==> src/hdl/hsc_pkg.sv <==
package hsc_pkg;

    localparam int NUM_W    = 48;
    localparam int DEN_W    = 32;
    localparam int QUO_W    = 16;
    localparam int DIV_LAT  = QUO_W + 1;

    localparam logic [16:0] Q15_ONE   = 17'd32768;
    localparam logic [14:0] MIN_SPAN  = 15'd10;
    localparam logic [31:0] MIN_BAND  = 32'd1677722;
    localparam logic signed [16:0] ERR_FULL_LIMIT = 17'sd12;

    localparam logic signed [15:0] CMD_MAX = 16'sh7fff;
    localparam logic signed [15:0] CMD_MIN = 16'sh8000;

    localparam logic [2:0] MODE_MOVING = 3'd0;
    localparam logic [2:0] MODE_ACCEL  = 3'd1;
    localparam logic [2:0] MODE_DECEL  = 3'd2;
    localparam logic [2:0] MODE_STOP   = 3'd3;

    localparam logic [2:0] REG_TURN_SAT   = 3'd0;
    localparam logic [2:0] REG_SHARP_TURN = 3'd1;
    localparam logic [2:0] REG_MIN_FRAC   = 3'd2;
    localparam logic [2:0] REG_BAND_GAIN  = 3'd3;
    localparam logic [2:0] REG_TURN_THR   = 3'd4;
    localparam logic [2:0] REG_ATTACK     = 3'd5;

    localparam logic [1:0] ACC_DIV   = 2'd0;
    localparam logic [1:0] ACC_FULL  = 2'd1;
    localparam logic [1:0] ACC_BRAKE = 2'd2;

    typedef struct packed {
        logic signed [15:0] e;
        logic [15:0]        speed;
        logic [2:0]         mode;
        logic               gt;
    } t_side_a;

    typedef struct packed {
        logic [1:0] kind;
        logic       neg_a;
        logic       neg_t;
    } t_side_b;

    // signed command from a quotient magnitude, saturated to -1..1
    function automatic logic signed [15:0] sat_cmd(input logic neg, input logic ovf,
                                                   input logic [QUO_W-1:0] q);
        logic big;
        logic [16:0] negq;
        big  = ovf | q[15];
        negq = 17'd0 - {1'b0, q};
        if (neg) begin
            return big ? CMD_MIN : $signed(negq[15:0]);
        end
        return big ? CMD_MAX : $signed(q);
    endfunction

endpackage

==> src/hdl/hsc_div.sv <==
module hsc_div
    import hsc_pkg::*;
(
    input  logic             i_clk,
    input  logic             i_en,
    input  logic [NUM_W-1:0] i_num,
    input  logic [DEN_W-1:0] i_den,
    output logic [QUO_W-1:0] o_quo,
    output logic             o_ovf
);

    logic [NUM_W-1:0] r_rem [DIV_LAT];
    logic [DEN_W-1:0] r_den [DIV_LAT];
    logic [QUO_W-1:0] r_quo [DIV_LAT];
    logic             r_ovf [DIV_LAT];

    // quotient too large for QUO_W bits: flag it and let the steps run freely
    always_ff @(posedge i_clk) begin
        if (i_en) begin
            r_rem[0] <= i_num;
            r_den[0] <= i_den;
            r_quo[0] <= '0;
            r_ovf[0] <= (i_num >= {i_den, {QUO_W{1'b0}}});
        end
    end

    for (genvar s = 1; s < DIV_LAT; s++) begin : g_step
        localparam int K = QUO_W - s;
        logic [NUM_W-1:0] w_sh;
        logic             w_ge;
        logic [NUM_W-1:0] n_rem;
        logic [QUO_W-1:0] n_quo;

        always_comb begin
            w_sh  = NUM_W'(r_den[s-1]) << K;
            w_ge  = (r_rem[s-1] >= w_sh);
            n_rem = w_ge ? (r_rem[s-1] - w_sh) : r_rem[s-1];
            n_quo = r_quo[s-1];
            n_quo[K] = w_ge;
        end

        always_ff @(posedge i_clk) begin
            if (i_en) begin
                r_rem[s] <= n_rem;
                r_den[s] <= r_den[s-1];
                r_quo[s] <= n_quo;
                r_ovf[s] <= r_ovf[s-1];
            end
        end
    end

    assign o_quo = r_quo[DIV_LAT-1];
    assign o_ovf = r_ovf[DIV_LAT-1];

endmodule

==> config.mk <==
export PLATFORM = sky130hd
export DESIGN_NAME = hsc_div
export DESIGN_NICKNAME = d
export VERILOG_FILES = /design/src/hdl/hsc_pkg.sv /design/src/hdl/hsc_div.sv
export SDC_FILE = /design/constraint.sdc
export NUM_CORES = 2
export LEC_CHECK = 0
export ABC_CLOCK_PERIOD_IN_PS = 4100
export BUFFER_PORTS_ARGS = -buffer_cell sky130_fd_sc_hd__buf_2
export CAP_MARGIN = 15
export CELL_PAD_IN_SITES_DETAIL_PLACEMENT = 0
export CELL_PAD_IN_SITES_GLOBAL_PLACEMENT = 1
export CORE_MARGIN = 1
export CORE_UTILIZATION = 45
export DETAILED_ROUTE_END_ITERATION = 7
export HOLD_SLACK_MARGIN = 0.08
export PLACE_DENSITY = 0.71
export SLEW_MARGIN = 5
export SYNTH_ARGS = -nofsm -noshare
export SYNTH_HDL_FRONTEND = slang
export SYNTH_SLANG_ARGS = --single-unit
==> constraint.sdc <==
create_clock -name i_clk -period 4.1 [get_ports i_clk]
set_input_delay 0.205 -clock i_clk [delete_from_list [all_inputs] [get_ports i_clk]]
set_output_delay 0.205 -clock i_clk [all_outputs]
set_load 0.03 [all_outputs]
== After elaboration in Yosys (flattened, before gate mapping) ==
Memories as Yosys holds them, arrays and structs flattened.
Cells that the tools add are included.
Operators by class
  $add $sub $neg: 16
  magnitude comparators: 17
  mux-type cells: 18
Operators by type and width (count)
  $mux 48: 16
  $ge 48x32->1: 1
  $ge 48x33->1: 1
  $ge 48x34->1: 1
  $ge 48x35->1: 1
  $ge 48x36->1: 1
  $ge 48x37->1: 1
  $ge 48x38->1: 1
  $ge 48x39->1: 1
  $ge 48x40->1: 1
  $ge 48x41->1: 1
  $ge 48x42->1: 1
  $ge 48x43->1: 1
  $ge 48x44->1: 1
  $ge 48x45->1: 1
  $ge 48x46->1: 1
  $ge 48x47->1: 1
  $ge 48x48->1: 1
  $sub 48x32->48: 1
  $sub 48x33->48: 1
  $sub 48x34->48: 1
  $sub 48x35->48: 1
  $sub 48x36->48: 1
  $sub 48x37->48: 1
  other kinds (11): 12
Storage, ports and cells
  register bits after elaboration: 0
  RAM bits: 1649
  memories kept: 4
Memories
  r_rem: words 17, width 48, rd ports 16, clocked after memory_dff 0, wr ports 17, line hsc_div.sv:12  | logic [NUM_W-1:0] r_rem [DIV_LAT];
  r_den: words 17, width 32, rd ports 16, clocked after memory_dff 0, wr ports 17, line hsc_div.sv:13  | logic [DEN_W-1:0] r_den [DIV_LAT];
  r_quo: words 17, width 16, rd ports 17, clocked after memory_dff 0, wr ports 17, line hsc_div.sv:14  | logic [QUO_W-1:0] r_quo [DIV_LAT];
  r_ovf: words 17, width 1, rd ports 17, clocked after memory_dff 0, wr ports 17, line hsc_div.sv:15  | logic r_ovf [DIV_LAT];

== Depth between registers and ports, before layout ==
An unclocked memory read counts as a cell.
  word-level depth: 3
  depth in mapped cells: 16
  mapped depth without buffers: 14

== Least setup slack after synthesis ==
Ideal clock, no wire load.
  path kind: register to register
  start point: memory r_rem[5][10], in the netlist r_rem[0][250]
  end point: memory r_rem[6][11], in the netlist r_rem[0][299], data pin
  library setup time: 0.260 ns
  arrival time: 3.384 ns
  path slack: 0.456 ns
  stages on the path, launching flop included: 14
  buffers on the path: 1
  cell sequence: edfxtp_1 > inv_1 > ha_1 > inv_1 > fa_1 > a21o_1 > a221o_1 > a21oi_1 > o21ai_1 > a21boi_0 > o21ai_1 > a21oi_2 > clkbuf_1 > mux2_2
RTL lines (line)
  start: declaration: hsc_div.sv:12

==> reports/results.ini <==
[outcome]
status=finished, final reports clean

[setup_path]
family_with_the_most_delay_on_the_worst_path=compound AO/OA/AOI/OAI gates
timing.critical_path.depth=14
timing.critical_path.required_ps=4640
slowest_stage=a221o_2
path_max_fanout=6
timing.reg2reg.worst_path_depth=14
timing_worst_setup_path_type=flip-flop to flip-flop
worst_setup_path_end_kind=flip-flop
timing.critical_path.from_type=flip-flop
critical_path.cell_chain=inv_1 > ha_1 > inv_1 > fa_1 > a21o_1 > a221o_1 > a221o_1 > a31oi_2 > o21ai_2 > a21o_1 > a221o_2 > a41o_1 > xnor2_1 > mux2_2
worstPathArrival_ps=4490
worst-r2r-setup-slack_ps=150
crit_path_max_incr_delay_ps=450
cp.buffers_inverters=2

[yosys]
synthesized_flop_and_latch_total=1433
syn_area_um2=80200
synth_largest_area_cell=edfxtp_1
seq_area_frac_synth_pct=53.6
post_synth_main_area_contributors=edfxtp_1 54%, ha_1 8.5%, a21oi_1 4.0%
syn-instance-count=7320
main_flop_type_after_synthesis=edfxtp_1
syn_area_per_cell_um2=11.0
post-synth-top-count-cell=edfxtp_1
number_of_enable_type_register_cells_in_the_synthesized_netlist=1433
synth.top_cells.by_count=1,433 x edfxtp_1, 693 x inv_1, 642 x a21oi_1
mappedNetlistNets=7961
synth_cell_types=85
postSynth.asyncResetShare_pct=0
number_of_warnings_printed_during_yosys_synthesis=0
yosys.area.top_type_share_pct=53.6

[floorplanning]
floorplan.core_area_um2=177000
placementRows=154
fp.dieW_um=424
floorplan.die.height_um=424
top_level_pins=99
initial_utilization_pct=45.4
die_area_um2=180000

[sta]
fin_worst_skew_ps=22.1
timing.final.hold_violations=0
finalSetupTns_ps=0
final_min_period_over_clock_period_pct=96.3
maxSlewHeadroom_pct=32.9
worst_slew_pin_slew_ps=996
setup_repair_after_global_routing_missed_its_margin=false
final_max_slew_viol_count=0
maximum_clock_frequency_ghz=0.253
report.final.setup_viol=0
post-route-min-period_ps=3950

[grt]
antenna_found_initial=0
grt_util_met1_pct=18.6
grt-ovfl-total=0
grt_busiest_layer=met2
first_global_vias=57326
met2_usage_pct=40.6
global_route.usage.total_pct=20.0
grt_use_met3_pct=2.65
first_pass_grt_wire_length_um=288000
grt_max_degree=132

[drt]
first_pass_iters=5
wire_per_inst_um=17.7
drt_wl_total_um=182000
postRouteAntennaNets=0
detail_route.drc_violations=0
vias=55117
route.detailed.vias_per_inst=5.38
first_iter_violations=2832

[final_layout]
drive_gt1_share_pct=9.28
diodes=0
final_core_utilization_pct=52.0
syn2layout_area_growth_pct=14.5
fillerInstances=15378
fin_nets=8420

[flow_run]
timing.max_cap.violations=0

[clock_tree]
clock_sink_count=1433
clockBufferDepth=3
ctsHtreeMaxLevel=4
tritoncts.num_buffers=164
clkTransAtPathRegs_ps=60
clkLatencyLatePin_ps=800
cts_tree=done
clock_tree.root_cell=clkbuf_16

[power]
p_per_area_nw_per_um2=684
total_leakage_power_nw=36.8
irDropWorstVdd_uv=399

[hold_path]
hold_path_class=primary input to flip-flop
holdPathStages=2

[placement]
hpwlAfterDp_um=139000
gp_routability_congestion=0.906
buffer_ports.inserted=98

[placed cells by master, fill, tap and decap left out, types with 46 or more instances in the layout]
master	Yosys	final
a211oi_1	55	55
a21o_1	313	313
a21oi_1	642	640
a31oi_1	60	59
and3_1	55	54
buf_2	4	97
buf_4	1	236
clkbuf_1	188	46
clkbuf_16	0	166
dlygate4sd3_1	0	150
edfxtp_1	1433	1433
ha_1	544	544
inv_1	693	693
mux2_2	93	93
nand2_1	567	566
nand2b_1	69	68
nand3_1	109	109
nand4_1	135	135
nor2_1	426	426
nor2b_1	71	71
nor3_1	108	108
nor4_1	72	70
o21a_1	59	59
o21ai_0	516	514
o21bai_1	63	63
or3_1	48	48
xnor2_1	330	330
xor2_1	199	199
[where the power goes]
group | leakage, nW | total (W) | switching, W | internal (W)
sequential | 13.9 | 0.0229 | 0.00192 | 0.0209
combinational | 20.4 | 0.0262 | 0.0149 | 0.0113
clock | 2.48 | 0.0138 | 0.00584 | 0.00798
[path summary, 6_finish.rpt]
| kind | start | end |
|---|---|---|
| max | r_rem[0][62]$_DFFE_PP_ | r_rem[0][138]$_DFFE_PP_ |
| min | i_den[11] | r_den[0][11]$_DFFE_PP_ |
| max reg2reg | r_rem[0][62]$_DFFE_PP_ | r_rem[0][138]$_DFFE_PP_ |
| min reg2reg | r_quo[14][11]$_DFFE_PP_ | r_quo[15][11]$_DFFE_PP_ |
[cells by family (layout without fill, tap and decap cells)]
family          after synthesis  in the layout  synth area share (%)
compound gates             1986           1986                  15.2
fa+ha+maj                   559            559                  8.86
flops                      1433           1433                  53.6
xor+xnor                    529            529                  5.77
simple gates               1800           1800                  10.8
mux                         101            101                  1.41
buf+inv                     912           1505                  4.28
[registers in the layout (all words and copies together) (netlist names)]
| name | count |
|---|---|
| r_den | 512 |
| r_quo | 136 |
| r_rem | 768 |
| r_ovf | 17 |
[timing repair]
item / in CTS / in global routing
hold endpoints to repair: 163 / 0
endpoints found under the setup margin: 0 / 10
gates resized for setup: 0 / 9
hold buffers: 150 / 0
setup buffers: 0 / 0
[per-layer routing]
layer	up-vias	share of wire [%]
met1	25674	36
met4	0	5.9
met2	1071	56
met3	532	2.7
met5	-	0
li1	27840	-
[final cells by class]
type / instances / area [µm²] / share of cell area (%)
clock inverter: 88 / 774 / 0.843
clock buffer: 212 / 4330 / 4.71
timing repair buffer: 511 / 4310 / 4.69
sequential: 1433 / 43000 / 46.8
tap: 2340 / 2930 / 3.19
inverter: 694 / 2610 / 2.83
multi-input combinational: 4975 / 33900 / 36.9
[stage by stage]
step	instance area (µm²)	setup slack (ps)	std cells	power, W	hold slack, ps
floorplan	80200	456	7320	0.0414	304
global placement	85300	44.6	9803	0.0487	396
detailed placement	85300	94.8	9803	0.0490	397
CTS	91900	43.4	10253	0.0632	81.2
global route	91900	0.673	10253	0.0671	110
finish	91900	150	10253	0.0629	141
(Power assumes the default switching activity.)
